## src/rtl/core/dds_pkg.sv

```systemverilog
package dds_pkg;

   // request field widths
   localparam int MODE_W   = 1;
   localparam int INDEX_W  = 12;
   localparam int SAMPLE_W = 16;

   // register widths
   localparam int FREQ_W   = 32;
   localparam int OFFSET_W = 12;
   localparam int CTRL_W   = 16;
   localparam int ACC_W    = 32;

   // APB port: six 32-bit registers at 4*i, highest byte address 20
   localparam int CSR_DATA_W = 32;
   localparam int CSR_ADDR_W = 5;
   localparam int REG_IDX_W  = 3;

   // request modes
   localparam logic [MODE_W-1:0] MODE_TICK  = 1'b0;
   localparam logic [MODE_W-1:0] MODE_WRITE = 1'b1;

   // register indexes
   localparam logic [REG_IDX_W-1:0] REG_FREQ_WORD          = 3'd0;
   localparam logic [REG_IDX_W-1:0] REG_PHASE_OFFSET       = 3'd1;
   localparam logic [REG_IDX_W-1:0] REG_DUAL_MODE          = 3'd2;
   localparam logic [REG_IDX_W-1:0] REG_CTRL_SINGLE        = 3'd3;
   localparam logic [REG_IDX_W-1:0] REG_CTRL_CHAN_B        = 3'd4;
   localparam logic [REG_IDX_W-1:0] REG_CTRL_CHAN_A_UPDATE = 3'd5;

   // configuration seen by the datapath
   typedef struct packed {
      logic [FREQ_W-1:0]   freq_word;
      logic [OFFSET_W-1:0] phase_offset;
      logic                dual_mode;
      logic [CTRL_W-1:0]   ctrl_single;
      logic [CTRL_W-1:0]   ctrl_chan_b;
      logic [CTRL_W-1:0]   ctrl_chan_a_update;
   } cfg_type;

endpackage

```

## src/rtl/core/dds_csr.sv

```systemverilog
module dds_csr
   import dds_pkg::*;
(
   input  logic                  clock,
   input  logic                  reset,
   input  logic                  psel,
   input  logic                  penable,
   input  logic                  pwrite,
   input  logic [CSR_ADDR_W-1:0] paddr,
   input  logic [CSR_DATA_W-1:0] pwdata,
   output logic [CSR_DATA_W-1:0] prdata,
   output logic                  pready,
   output cfg_type               cfg
);

   cfg_type              cfg_ff;
   cfg_type              cfg_in;
   logic                 wr_en;
   logic [REG_IDX_W-1:0] reg_idx;

   assign pready  = 1'b1;
   assign wr_en   = psel && penable && pwrite;
   assign reg_idx = paddr[CSR_ADDR_W-1:2];

   // register write decode; unknown indexes are dropped
   always_comb begin
      cfg_in = cfg_ff;
      if (wr_en) begin
         case (reg_idx)
            REG_FREQ_WORD:          cfg_in.freq_word          = pwdata[FREQ_W-1:0];
            REG_PHASE_OFFSET:       cfg_in.phase_offset       = pwdata[OFFSET_W-1:0];
            REG_DUAL_MODE:          cfg_in.dual_mode          = pwdata[0];
            REG_CTRL_SINGLE:        cfg_in.ctrl_single        = pwdata[CTRL_W-1:0];
            REG_CTRL_CHAN_B:        cfg_in.ctrl_chan_b        = pwdata[CTRL_W-1:0];
            REG_CTRL_CHAN_A_UPDATE: cfg_in.ctrl_chan_a_update = pwdata[CTRL_W-1:0];
            default:                cfg_in = cfg_ff;
         endcase
      end
   end

   always_ff @(posedge clock) begin
      if (reset) begin
         cfg_ff <= '0;
      end else begin
         cfg_ff <= cfg_in;
      end
   end

   // read back
   always_comb begin
      case (reg_idx)
         REG_FREQ_WORD:          prdata = cfg_ff.freq_word;
         REG_PHASE_OFFSET:       prdata = CSR_DATA_W'(cfg_ff.phase_offset);
         REG_DUAL_MODE:          prdata = CSR_DATA_W'(cfg_ff.dual_mode);
         REG_CTRL_SINGLE:        prdata = CSR_DATA_W'(cfg_ff.ctrl_single);
         REG_CTRL_CHAN_B:        prdata = CSR_DATA_W'(cfg_ff.ctrl_chan_b);
         REG_CTRL_CHAN_A_UPDATE: prdata = CSR_DATA_W'(cfg_ff.ctrl_chan_a_update);
         default:                prdata = '0;
      endcase
   end

   assign cfg = cfg_ff;

endmodule

```

## config.mk

```make
export PLATFORM = sky130hd
export DESIGN_NAME = dds_csr
export DESIGN_NICKNAME = d
export VERILOG_FILES = /design/src/rtl/core/dds_pkg.sv /design/src/rtl/core/dds_csr.sv
export SDC_FILE = /design/constraint.sdc
export NUM_CORES = 1
export LEC_CHECK = 0
export BUFFER_PORTS_ARGS = -buffer_cell sky130_fd_sc_hd__buf_2
export CELL_PAD_IN_SITES_DETAIL_PLACEMENT = 1
export CELL_PAD_IN_SITES_GLOBAL_PLACEMENT = 1
export CORE_AREA = 2 2 101 127
export CTS_BUF_LIST = sky130_fd_sc_hd__clkbuf_8
export CTS_CLUSTER_SIZE = 30
export DETAILED_ROUTE_END_ITERATION = 7
export DIE_AREA = 0 0 103 129
export PLACE_DENSITY = 0.8
export SYNTH_ARGS = -nofsm -noshare
export SYNTH_HDL_FRONTEND = slang
export SYNTH_SLANG_ARGS = --single-unit
```

## constraint.sdc

```tcl
create_clock -name clock -period 1.2 [get_ports clock]
set_input_delay 0 -clock clock [delete_from_list [all_inputs] [get_ports clock]]
set_output_delay 0 -clock clock [all_outputs]
set_load 0.005 [all_outputs]
```

==> impl_metrics.csv <==
group,metric,value,unit
placement,io_buffers,164,
status,violations,"setup timing",
finish,final_cells,809,
finish,num_antenna_cells,0,
finish,layout.nets,682,
clock_network,clockBufferDepth,2,
pwr,combinationalPowerShare,0.101,
pwr,peakVddDrop,0.0005607,V
finish,layout-drive-gt1-share,0.4357,
yosys,synth_nets,484,
pwr,pwr-share-seq,0.540,
floorplanning,die_x,103,µm
finish,area_growth,38.63,%
pwr,p_leak,3.169,nW
floorplanning,coreArea,0.01205,mm²
grt,grt_pass1_vias,4300,
yosys,syn_area_per_cell,10.18,µm²
pwr,power.internal,4.406,mW
routing,drt-pass1-iter-count,4,
clock_network,cts_sinks,93,
worst_setup_path,crit_arrival,1.37,ns
placement,post-place-ws,-0.02589,ns
status,status,"finished with violations",
clock_network,htreeDepth,3,
yosys,seq_area_frac_synth,0.4138,
sta,tns,-0.8453,ns
clock_network,cts_root_buffer,"clkbuf_8",
yosys,synth_compound_area_frac,0.04950,
pwr,p_sw,1.386,mW
routing,vias,4006,
placement,placed_area,0.005619,mm²
yosys,synthesis.area,0.004499,mm²
clock_network,cts_buffers,9,
grt,overflow,0,
grt,antenna_found_initial,0,
min_path,min_path_type,"in2reg",
grt,grt_pass1_wl,22.08,mm
yosys,synth_fa_ha_area_frac,0,
placement,dp_hpwl,10.17,mm
worst_setup_path,critPathMaxFanout,2,
grt,grt_usage,0.2175,
min_path,min_to,"cfg[56]",
clock_network,clk-insertion-delay-late,0.36,ns
min_path,hold_start,"pwdata[7]",
placement,placed_cells,761,
sta,hold_viol_final,0,
yosys,yosys_warnings,0,
worst_setup_path,r2r-end,"cfg[30]",
finish,largest_reg_flops,93,
routing,drc_errors,0,
finish,design_area,0.006237,mm²
yosys,yosysTopAreaCell,"dfxtp_1",
pwr,power_density,928.7,mW/mm²
placement,gp_congestion,0.7586,
worst_setup_path,worstSetupEndpointType,"output port",
sta,skew,0,ns
routing,drt_iter0_drc,58,
clock_network,cts_tree,"yes",
pwr,pwr-share-clk,0.359,
pwr,switching_share,0.2393,
yosys,synth_top_family_by_area,"multiplexers",
grt,grt_max_degree,66,
yosys,synth_seq_cells,93,
routing,detail_route.wl_per_cell,17.94,µm
routing,antenna_left,0,
clock_network,clk_pin_slew,0.09,ns
pwr,power,5.792,mW
yosys,netlist_instances,442,
worst_setup_path,worst-r2r-setup-slack,0.48,ns
sta,fmax,730.4,MHz
yosys,synth-xor-area-share,0,
floorplanning,io_pins,168,
worst_setup_path,worstPathCellList,"mux2_2 > a221oi_2 > nor2_1 > buf_2",
yosys,synth_top_area_share,0.4138,
floorplanning,start_util,0.3734,
sta,final.period_utilization,1.141,
worst_setup_path,r2r-start,"cfg[30]",
worst_setup_path,reg2reg_depth,3,
floorplanning,die_area,0.01329,mm²
worst_setup_path,path_class,"reg2out",
floorplanning,rows,45,
yosys,ys_types,27,
sta,setup_ws,-0.1691,ns
floorplanning,die_h,129,µm
yosys,synth-simple-area-share,0.2264,
worst_setup_path,startpoint_type,"flip-flop",
worst_setup_path,crit_slowest_cell,"dfxtp_2",
sta,maxSlewViolCount,0,
worst_setup_path,slowest_delay,0.33,ns
sta,rsz0062_at_grt,"yes",
yosys,synthMuxAreaShare,0.2645,
routing,vias_per_cell,4.952,
worst_setup_path,cp_data_required_time,1.20,ns
sta,setup_violations,7,
routing,finalWirelength,14.52,mm
worst_setup_path,crit_family,"flip-flops",
finish,final_util,0.5177,
flow_run,drv_cap,0,
yosys,synth_area_leaders,"dfxtp_1 41%, mux2i_1 25%, nand2b_1 18%",
worst_setup_path,path_buf_inv,1,
sta,fin_crit,1.369,ns
sta,whs,0.01400,ns
min_path,holdPathStages,3,
-- cell usage in the layout (no fill, tap or decap), types with 2 or more instances in the layout --
cell type / instances
buf_2: 164
dfxtp_2: 42
buf_4: 28
dfxtp_1: 51
nor2_1: 2
and2_1: 16
mux2i_1: 110
inv_1: 2
nand2_1: 9
a22oi_1: 7
o22ai_2: 3
o221ai_1: 6
clkinv_2: 2
a22oi_2: 6
buf_12: 8
dlygate4sd3_1: 22
mux2_4: 4
and2_2: 2
o22ai_1: 6
mux2_2: 3
nand2b_1: 125
clkbuf_8: 10
-- worst max path at each step --
stage	startpoint	to	cells after the start	slack, ns
2_1_floorplan	paddr[3]	cfg[61]	5	0.21
3_3_place_gp	paddr[4]	prdata[15]	5	0.03
3_5_place_dp	paddr[3]	cfg[81]	5	-0.03
4_1_cts	cfg[22]	prdata[6]	4	-0.19
5_1_grt	cfg[6]	prdata[6]	4	-0.23
6_report	cfg[54]	prdata[5]	4	-0.17
-- repair_timing --
action / in CTS / in global routing
setup buffers: 6 / 4
hold buffers: 22 / 0
hold endpoints to repair: 34 / 0
endpoints found under the setup margin: 11 / 16
resized for setup: 26 / 33
pin swaps: 10 / 9
-- Yosys cell counts --
master and n:
mux2i_1 111, conb_1 1, and4_1 1, a221oi_1 1
clkbuf_1 19, nand2_2 1, a22oi_1 13, nand2b_1 126
nand3b_1 1, and4b_1 1, and2_1 18, nand3_2 1
o22ai_1 9, nand2_1 9, and3b_1 1, buf_4 3
or2_2 1, dfxtp_1 93, nor3_1 1, mux2_2 7
buf_2 6, and2b_1 1, nor2_2 1, o221ai_1 6
o21a_1 1, nor2_1 2, buf_6 7
-- layer usage --
layer | track usage | vias to the layer above | part of all wire
met5 | 0 | - | 0
met4 | 0.08050 | 0 | 0.020
met3 | 0.05323 | 22 | 0.062
met2 | 0.3984 | 132 | 0.53
met1 | 0.2385 | 1955 | 0.39
li1 | - | 1897 | -
-- cells by family after synthesis --
group / Yosys count
compound gates: 30
buf+inv: 35
flops: 93
mux: 118
other cells: 1
simple gates: 165
-- area by class of cell --
| type | instances | area [µm²] |
|---|---|---|
| fill | 1407 | 5812 |
| timing repair buffer | 222 | 1411 |
| clock buffer | 10 | 137.6 |
| multi-input combinational | 314 | 2514 |
| clock inverter | 6 | 55.05 |
| tap | 164 | 205.2 |
| sequential | 93 | 1914 |
-- power by group through the flow --
stage / Combinational, mW / Clock [mW] / Sequential (mW)
6_report: 0.585 / 2.08 / 3.13
5_1_grt: 0.632 / 2.25 / 3.13
4_1_cts: 0.579 / 2.13 / 3.12
3_5_place_dp: 0.512 / 0 / 3.20
3_3_place_gp: 0.496 / 0 / 3.20
2_1_floorplan: 0.288 / 0 / 3.20
-- worst reg2reg max path: stages (launching register included) --
cell and delay (ns):
dfxtp_2 0.34, buf_4 0.11, nand2b_1 0.05, mux2i_1 0.14
Note: power is estimated with default switching activity, not from simulation.
