<file path="src/rtl/core/dds_pkg.sv">
package dds_pkg;

   // request field widths
   localparam int MODE_W   = 1;
   localparam int INDEX_W  = 12;
   localparam int SAMPLE_W = 16;

   // register widths
   localparam int FREQ_W   = 32;
   localparam int OFFSET_W = 12;
   localparam int CTRL_W   = 16;
   localparam int ACC_W    = 32;

   // APB port: six 32-bit registers at 4*i, highest byte address 20
   localparam int CSR_DATA_W = 32;
   localparam int CSR_ADDR_W = 5;
   localparam int REG_IDX_W  = 3;

   // request modes
   localparam logic [MODE_W-1:0] MODE_TICK  = 1'b0;
   localparam logic [MODE_W-1:0] MODE_WRITE = 1'b1;

   // register indexes
   localparam logic [REG_IDX_W-1:0] REG_FREQ_WORD          = 3'd0;
   localparam logic [REG_IDX_W-1:0] REG_PHASE_OFFSET       = 3'd1;
   localparam logic [REG_IDX_W-1:0] REG_DUAL_MODE          = 3'd2;
   localparam logic [REG_IDX_W-1:0] REG_CTRL_SINGLE        = 3'd3;
   localparam logic [REG_IDX_W-1:0] REG_CTRL_CHAN_B        = 3'd4;
   localparam logic [REG_IDX_W-1:0] REG_CTRL_CHAN_A_UPDATE = 3'd5;

   // configuration seen by the datapath
   typedef struct packed {
      logic [FREQ_W-1:0]   freq_word;
      logic [OFFSET_W-1:0] phase_offset;
      logic                dual_mode;
      logic [CTRL_W-1:0]   ctrl_single;
      logic [CTRL_W-1:0]   ctrl_chan_b;
      logic [CTRL_W-1:0]   ctrl_chan_a_update;
   } cfg_type;

endpackage

</file>
<file path="src/rtl/core/dds_req_if.sv">
interface dds_req_if
   import dds_pkg::*;
   ();
   logic                valid;
   logic                ready;
   logic [MODE_W-1:0]   mode;
   logic [INDEX_W-1:0]  table_index;
   logic [SAMPLE_W-1:0] table_value;

   modport source (output valid, output mode, output table_index, output table_value,
                   input ready);
   modport sink   (input valid, input mode, input table_index, input table_value,
                   output ready);
endinterface

</file>
<file path="src/rtl/core/dds_phase.sv">
module dds_phase
   import dds_pkg::*;
#(
   parameter int TABLE_DEPTH = 4096
) (
   input  logic                           clock,
   input  logic                           reset,
   input  cfg_type                        cfg,
   input  logic                           advance,
   dds_req_if.sink                        req_chan,
   output logic                           ram_we,
   output logic [$clog2(TABLE_DEPTH)-1:0] ram_waddr,
   output logic [SAMPLE_W-1:0]            ram_wdata,
   output logic                           ram_re,
   output logic [$clog2(TABLE_DEPTH)-1:0] ram_raddr,
   output logic                           tick_valid,
   output logic [CTRL_W-1:0]              tick_ctrl
);

   localparam int AW = $clog2(TABLE_DEPTH);

   // input register
   logic                s0_valid_ff, s0_valid_in;
   logic [MODE_W-1:0]   s0_mode_ff;
   logic [INDEX_W-1:0]  s0_index_ff;
   logic [SAMPLE_W-1:0] s0_value_ff;

   // synthesizer state
   logic [ACC_W-1:0]    acc_ff, acc_in;
   logic                half_ff, half_in;

   logic [ACC_W-1:0]    acc_sum;
   logic [AW-1:0]       base_addr;
   logic [AW-1:0]       offset_addr;
   logic                is_tick;
   logic                is_write;
   logic                fire;

   assign req_chan.ready = advance;
   assign s0_valid_in    = advance ? req_chan.valid : s0_valid_ff;

   always_ff @(posedge clock) begin
      if (reset) begin
         s0_valid_ff <= 1'b0;
      end else begin
         s0_valid_ff <= s0_valid_in;
      end
   end

   always_ff @(posedge clock) begin
      if (advance) begin
         s0_mode_ff  <= req_chan.mode;
         s0_index_ff <= req_chan.table_index;
         s0_value_ff <= req_chan.table_value;
      end
   end

   // accumulator step and table address
   assign acc_sum     = acc_ff + cfg.freq_word;
   assign base_addr   = acc_sum[ACC_W-1 -: AW];
   assign offset_addr = base_addr + AW'(cfg.phase_offset);

   assign is_tick  = s0_valid_ff && (s0_mode_ff == MODE_TICK);
   assign is_write = s0_valid_ff && (s0_mode_ff == MODE_WRITE);
   assign fire     = advance && is_tick;

   // channel select: B plain then A offset, or plain if single
   always_comb begin
      if (cfg.dual_mode) begin
         if (!half_ff) begin
            ram_raddr = base_addr;
            tick_ctrl = cfg.ctrl_chan_b;
         end else begin
            ram_raddr = offset_addr;
            tick_ctrl = cfg.ctrl_chan_a_update;
         end
      end else begin
         ram_raddr = base_addr;
         tick_ctrl = cfg.ctrl_single;
      end
   end

   assign acc_in  = fire ? acc_sum : acc_ff;
   assign half_in = (fire && cfg.dual_mode) ? !half_ff : half_ff;

   always_ff @(posedge clock) begin
      if (reset) begin
         acc_ff  <= '0;
         half_ff <= 1'b0;
      end else begin
         acc_ff  <= acc_in;
         half_ff <= half_in;
      end
   end

   // table load; indexes past the table are dropped
   assign ram_we     = advance && is_write && (32'(s0_index_ff) < 32'(TABLE_DEPTH));
   assign ram_waddr  = AW'(s0_index_ff);
   assign ram_wdata  = s0_value_ff;
   assign ram_re     = advance;
   assign tick_valid = is_tick;

endmodule

</file>
<file path="src/flat_wrapper.sv">
// flat-port wrapper written by rule: the top's interface ports become plain ports
module dds_phase_flat import dds_pkg::*;
#(
   parameter int TABLE_DEPTH = 4096
)
  (clock, reset, cfg, advance, ram_we, ram_waddr, ram_wdata, ram_re, ram_raddr, tick_valid, tick_ctrl, req_chan_valid, req_chan_mode, req_chan_table_index, req_chan_table_value, req_chan_ready);
  dds_req_if req_chan_i ();
  input  logic clock;
  input  logic reset;
  input  cfg_type cfg;
  input  logic advance;
  output logic ram_we;
  output logic [$clog2(TABLE_DEPTH)-1:0] ram_waddr;
  output logic [SAMPLE_W-1:0] ram_wdata;
  output logic ram_re;
  output logic [$clog2(TABLE_DEPTH)-1:0] ram_raddr;
  output logic tick_valid;
  output logic [CTRL_W-1:0] tick_ctrl;
  input wire logic [$bits(req_chan_i.valid)-1:0] req_chan_valid;
  input wire logic [$bits(req_chan_i.mode)-1:0] req_chan_mode;
  input wire logic [$bits(req_chan_i.table_index)-1:0] req_chan_table_index;
  input wire logic [$bits(req_chan_i.table_value)-1:0] req_chan_table_value;
  output wire logic [$bits(req_chan_i.ready)-1:0] req_chan_ready;
  assign req_chan_i.valid = req_chan_valid;
  assign req_chan_i.mode = req_chan_mode;
  assign req_chan_i.table_index = req_chan_table_index;
  assign req_chan_i.table_value = req_chan_table_value;
  assign req_chan_ready = req_chan_i.ready;
  dds_phase #(.TABLE_DEPTH(TABLE_DEPTH)) u_core (.clock(clock), .reset(reset), .cfg(cfg), .advance(advance), .req_chan(req_chan_i), .ram_we(ram_we), .ram_waddr(ram_waddr), .ram_wdata(ram_wdata), .ram_re(ram_re), .ram_raddr(ram_raddr), .tick_valid(tick_valid), .tick_ctrl(tick_ctrl));
endmodule
</file>
<file path="config.mk">
export PLATFORM = sky130hd
export DESIGN_NAME = dds_phase_flat
export DESIGN_NICKNAME = d
export VERILOG_FILES = /design/src/rtl/core/dds_pkg.sv /design/src/rtl/core/dds_req_if.sv /design/src/rtl/core/dds_phase.sv /design/src/flat_wrapper.sv
export SDC_FILE = /design/constraint.sdc
export NUM_CORES = 1
export LEC_CHECK = 0
export BUFFER_PORTS_ARGS = -buffer_cell sky130_fd_sc_hd__buf_2
export CORE_AREA = 2 2 131 133
export CTS_CLUSTER_SIZE = 10
export DETAILED_ROUTE_END_ITERATION = 10
export DIE_AREA = 0 0 133 135
export SYNTH_ARGS = -nofsm -noshare
export SYNTH_HDL_FRONTEND = slang
export SYNTH_SLANG_ARGS = --single-unit
</file>
<file path="constraint.sdc">
create_clock -name clock -period 12.9 [get_ports clock]
set_clock_uncertainty 0.15 [all_clocks]
set_input_delay 2.58 -clock clock [delete_from_list [all_inputs] [get_ports clock]]
set_output_delay 2.58 -clock clock [all_outputs]
set_load 0.01 [all_outputs]
</file>
==> impl_metrics.ini, run 1 <==
[status]
status = completed

[setup_path]
worstPathRequired_ns = 10.17
critical_path_class = input pin to output pin
endpoint_kind = output pin
slowest_delay_ns = 0.41
startpoint_type = input pin
critical-path-slowest-cell = fa_1
cp_common_cell = a21oi_1
path_cells = buf_2 -> ha_1 -> inv_1 -> fa_1 -> nand2b_1 -> a21oi_1 -> o21ai_1 -> a21oi_1 -> o21ai_1 -> o31ai_1 -> xor2_1 -> ha_1 -> fa_1 -> a21o_1 -> a21oi_1 -> nor2b_1 -> o21ai_0 -> nand2b_1 -> a31oi_1 -> o21ai_0 -> xor2_1 -> mux2_2 -> buf_2
cp_max_fo = 4
cp.arrival_ns = 7.15

[logic_synthesis]
synth_simple_gate_area_share = 0.193
synth_warnings = 0
ys_types = 63
yosys_register_bits = 63
synth_cells = 586
synth_flop_cell = dfxtp_1
synth_top_area_frac = 0.177
synth-async-reset-ratio = 0
synth.area.top_cells = edfxtp_1 (18%), dfxtp_1 (14%), ha_1 (11%)
synth_nets = 757
seq_area_frac_synth = 0.316
synth_compound_gate_area_share = 0.230
synthMuxAreaShare = 0.0510
synth-xor-area-share = 0.0563
synth_edf_count = 29
syn_area_per_cell_um2 = 8.38
synth_largest_area_cell = edfxtp_1
synth_adder_area_share = 0.118
synth_top_family_by_area = compound AO/OA/AOI/OAI gates
syn_area_um2 = 4910

[place]
pre_cts_ws_ns = 3.05
place_inst = 963
place_area_um2 = 6000
hpwlAfterDp_mm = 10.6
io_buffers = 185
routabilityCongestion = 0.795

[routing]
avgViaCountPerCell = 4.79
wire_per_inst_um = 14.0
drc = 0
drt_iter0_drc = 217
drt-total-wl_mm = 13.7
final_antenna_net_count = 0
drt-pass1-iter-count = 4
vias = 4694

[finish]
multi_input_area_um2 = 3180
layout_commonest_cell = buf_2
final.fill_count = 1710
finalInstanceArea_um2 = 6340
drive_gt1_frac = 0.294
final-seq-area_um2 = 1550
n_antenna_cell = 0
syn_to_final_growth_pct = 29.1
nets = 925
layout_common_cells = buf_2 (185), a21oi_1 (86), nand2_1 (76)
stdcell_count = 979

[cts]
clock-root-buffer = clkbuf_16
cts-hold-fix-buffers = 0
cts_buffers = 9
ctsHtreeMaxLevel = 3
cts_resized = 0
clkTransAtPathRegs_ns = 0.05
cts.sinks = 63
clk_path_buf_depth = 2
clk_latency_ns = 0.33
cts_tree = built
post_cts_buffers = 0

[floorplanning]
row_count = 47
start_util = 0.299
chipHeight_um = 135
fp.coreArea_um2 = 16400
die_x_um = 133
floorplan.die_area_um2 = 18000
ios = 186

[timing]
period_share = 0.766
fmax_mhz = 101
setup_viol = 0
min_period_ns = 9.88
setup_slack_ns = 3.02
max_slew_margin = 0.326
hold_violations = 0
fin_setup_tns_ns = 0
worstMarginPinSlew_ns = 1.01
slew_violations = 0
rsz0062_at_grt = no

[hold_path]
worstHoldPathType = register to register

[global_route]
grt_pass1_vias = 4586
grt_pass1_wl_mm = 22.0
antenna_found_initial = 0
track_usage = 0.152
grt_max_degree = 42
grt.overflow.total = 0

[power]
total_power_uw = 639
p_per_area_nw_per_um2 = 101
peakVddDrop_v = 0.0000597
power.leakage_nw = 2.83

[flow_run]
cap_violations = 0
==> logic make-up (layout without fill, tap and decap cells) <==
group,after synthesis,in the layout
flip-flops,63,63
multiplexers,24,24
AND/OR/NAND/NOR,200,200
buffers and inverters,45,218
AO/OA/AOI/OAI,180,180
XOR/XNOR,29,29
adder cells (fa/ha/maj),45,45
==> flip-flops by register name (all words and copies together) (netlist names) <==
| signal | cells |
|---|---|
| u_core.s0_valid_ff | 1 |
| u_core.ram_waddr | 12 |
| u_core.s0_mode_ff | 1 |
| u_core.acc_ff | 32 |
| u_core.ram_wdata | 16 |
| u_core.half_ff | 1 |
==> per-stage QoR <==
step / util / hold slack [ns]
floorplan: - / 0.286
global placement: 0.366 / 0.294
detailed placement: 0.366 / 0.300
CTS: 0.386 / 0.307
global route: 0.386 / 0.326
finish: 0.386 / 0.302
==> path summary, 6_finish.rpt <==
kind	depth (start not counted)	startpoint	slack [ns]	endpoint
setup / recovery	23	cfg[61]	3.02	ram_raddr[10]
hold / removal	2	u_core.acc_ff[2]	0.30	u_core.acc_ff[2]
setup reg to reg	12	u_core.acc_ff[0]	9.84	u_core.acc_ff[20]
hold reg to reg	2	u_core.acc_ff[2]	0.30	u_core.acc_ff[2]
==> Yosys cell counts (all sizes together) (10+ instances only) <==
cell,number
a21oi,89
nand2,77
nor2,46
ha,43
dfxtp,34
edfxtp,29
o21ai,24
clkbuf,23
xnor2,20
mux2i,19
a21o,18
inv,15
nor3,15
nor2b,12
nand3,10
==> metal layers <==
metal  vias up  global-route usage  wire [um]
li1       2470                   -          -
met1      2096               0.191       6140
met2       116               0.267       6790
met3        12              0.0282        622
met4         0              0.0412        176
met5         -                   0          0
==> worst max-delay path, delay by kind of cell <==
family	cells	cell delay, ns
compound gates	10	2.07
xor+xnor	2	0.36
fa+ha+maj	4	1.22
buf+inv	3	0.28
simple gates	3	0.37
mux	1	0.26
==> final cells by class <==
cell class	instances	share of cell area
inverters	15	0.00888
repair buffers	187	0.148
well taps	220	0.0434
multi-input cells	478	0.501
flip-flops and latches	63	0.245
clock inverters	6	0.0172
clock buffers	10	0.0361
==> power breakdown <==
part | internal (mW) | switching, mW | total, mW
logic | 0.0613 | 0.0752 | 0.137
registers | 0.219 | 0.00331 | 0.223
clock network | 0.188 | 0.0919 | 0.280
total | 0.469 | 0.170 | 0.639
Power figures use the tool's default switching activity.
==> run 2, diff against run 1 <==
clock period = 9.2 ns   (was 12.9 ns; I/O delays follow)
==> impl_metrics.ini, run 2 (synthesis results as in run 1) <==
[routing]
wl_met3_um = 618
avgViaCountPerCell = 4.85
vias = 4750
wl_met1_mm = 6.14
drt-pass1-iter-count = 4
drc = 0
drt-total-wl_mm = 13.7
final_antenna_net_count = 0
top_layer = met4
met2_length_mm = 6.75
wire_per_inst_um = 14.0
drt_iter0_drc = 234

[global_route]
grt_max_degree = 42
grt_pass1_wl_mm = 22.0
antenna_found_initial = 0
track_usage = 0.152
grt.overflow.total = 0
grt_pass1_vias = 4489

[power]
power.leakage_nw = 2.81
p_per_area_nw_per_um2 = 134
peakVddDrop_v = 0.0000744

[finish]
layout_commonest_cell = buf_2
regMostFlops = u_core.acc_ff
syn_to_final_growth_pct = 28.2
final-seq-area_um2 = 1550
stdcell_count = 979
largest_reg_flops = 32
final.fill_count = 1707
n_antenna_cell = 0
nets = 925
drive_gt1_frac = 0.294
multi_input_area_um2 = 3180
layout_common_cells = buf_2 (185), a21oi_1 (86), nand2_1 (76)

[cts]
ctsHtreeMaxLevel = 3
clk_latency_ns = 0.33
clkTransAtPathRegs_ns = 0.05
cts-hold-fix-buffers = 0
cts_resized = 0
cts.sinks = 63
clk_path_buf_depth = 2
clock-root-buffer = clkbuf_16
cts_tree = built
post_cts_buffers = 0
cts_buffers = 9

[floorplanning]
start_util = 0.299
floorplan.die_area_um2 = 18000
chipHeight_um = 135
fp.coreArea_um2 = 16400
ios = 186
die_x_um = 133
row_count = 47

[setup_path]
critical_path_class = input pin to output pin
reg2reg_slack_ns = 6.16
regToRegStartpoint = u_core.acc_ff[0]
worstRegToRegCells = 12
worstPathRequired_ns = 7.21
cp_max_fo = 4
endpoint_kind = output pin
startpoint_type = input pin
cp.arrival_ns = 6.38
regToRegEndpoint = u_core.acc_ff[20]

[timing]
min_period_ns = 8.37
setup_slack_ns = 0.835
fmax_mhz = 120
slew_violations = 0
fin_setup_tns_ns = 0
max_slew_margin = 0.304
setup_viol = 0
hold_violations = 0
period_share = 0.909
rsz0062_at_grt = no
worstMarginPinSlew_ns = 1.04

[place]
pre_cts_ws_ns = 0.841
hpwlAfterDp_mm = 10.5
io_buffers = 185
routabilityCongestion = 0.795
place_inst = 963

[hold_path]
hold_path_end = u_core.acc_ff[18]
hold_path_depth = 2
worstHoldPathType = register to register
worstHoldStart = u_core.acc_ff[18]

[flow_run]
cap_violations = 0

[status]
status = completed
==> run 2: cell types whose count changed in the layout (fill, tap and decap cells not counted), sizes merged <==
cell / before / now
bufinv: 3 / 1
clkinv: 1 / 2
clkinvlp: 2 / 3
==> run 2: worst max-delay path by stage <==
| stage | start | to | slack [ns] | depth (start not counted) |
|---|---|---|---|---|
| 6_report | cfg[61] | ram_raddr[10] | 0.83 | 23 |
| 5_1_grt | cfg[61] | ram_raddr[10] | 0.43 | 23 |
| 4_1_cts | cfg[61] | ram_raddr[10] | 0.81 | 23 |
| 3_5_place_dp | cfg[61] | ram_raddr[10] | 0.84 | 23 |
| 3_3_place_gp | cfg[61] | ram_raddr[10] | 0.92 | 23 |
| 2_1_floorplan | cfg[61] | ram_raddr[10] | 1.54 | 21 |
==> run 2: power by group <==
| group | total, mW | internal, mW | switching [mW] | leakage [nW] |
|---|---|---|---|---|
| Clock | 0.338 | 0.208 | 0.129 | 0.132 |
| Sequential | 0.312 | 0.308 | 0.00467 | 0.559 |
| Combinational | 0.192 | 0.0861 | 0.106 | 2.12 |
==> run 2: through the flow <==
stage | hold slack [ns] | utilization | power [mW] | instance area, um2
global route | 0.322 | 0.384 | 0.889 | 6290
floorplan | 0.286 | - | 0.438 | 4910
detailed placement | 0.299 | 0.366 | 0.510 | 6000
global placement | 0.293 | 0.366 | 0.509 | 6000
finish | 0.303 | 0.384 | 0.842 | 6290
CTS | 0.307 | 0.384 | 0.854 | 6290
==> run 2: cell type report <==
cell class,instances,area share
multi-input combinational,478,0.505
timing repair buffer,187,0.150
tap,220,0.0437
inverter,15,0.00895
clock inverter,6,0.00974
clock buffer,10,0.0364
sequential,63,0.247
==> run 2: critical path: stages <==
cell and delay, ns:
buf_2 0.08, ha_1 0.17, inv_1 0.06, fa_1 0.37, nand2b_1 0.19, a21oi_1 0.18, o21ai_1 0.14, a21oi_1 0.27
o21ai_1 0.20, o31ai_1 0.32, xor2_1 0.19, ha_1 0.27, fa_1 0.41, a21o_1 0.17, a21oi_1 0.21, nor2b_1 0.07
o21ai_0 0.15, nand2b_1 0.10, a31oi_1 0.26, o21ai_0 0.16, xor2_1 0.16, mux2_2 0.26, buf_2 0.14
==> run 2: metal layers <==
metal  GRT usage  up-vias
li1            -     2470
met1       0.194     2147
met2       0.262      121
met3      0.0327       12
met4      0.0394        0
met5           0        -
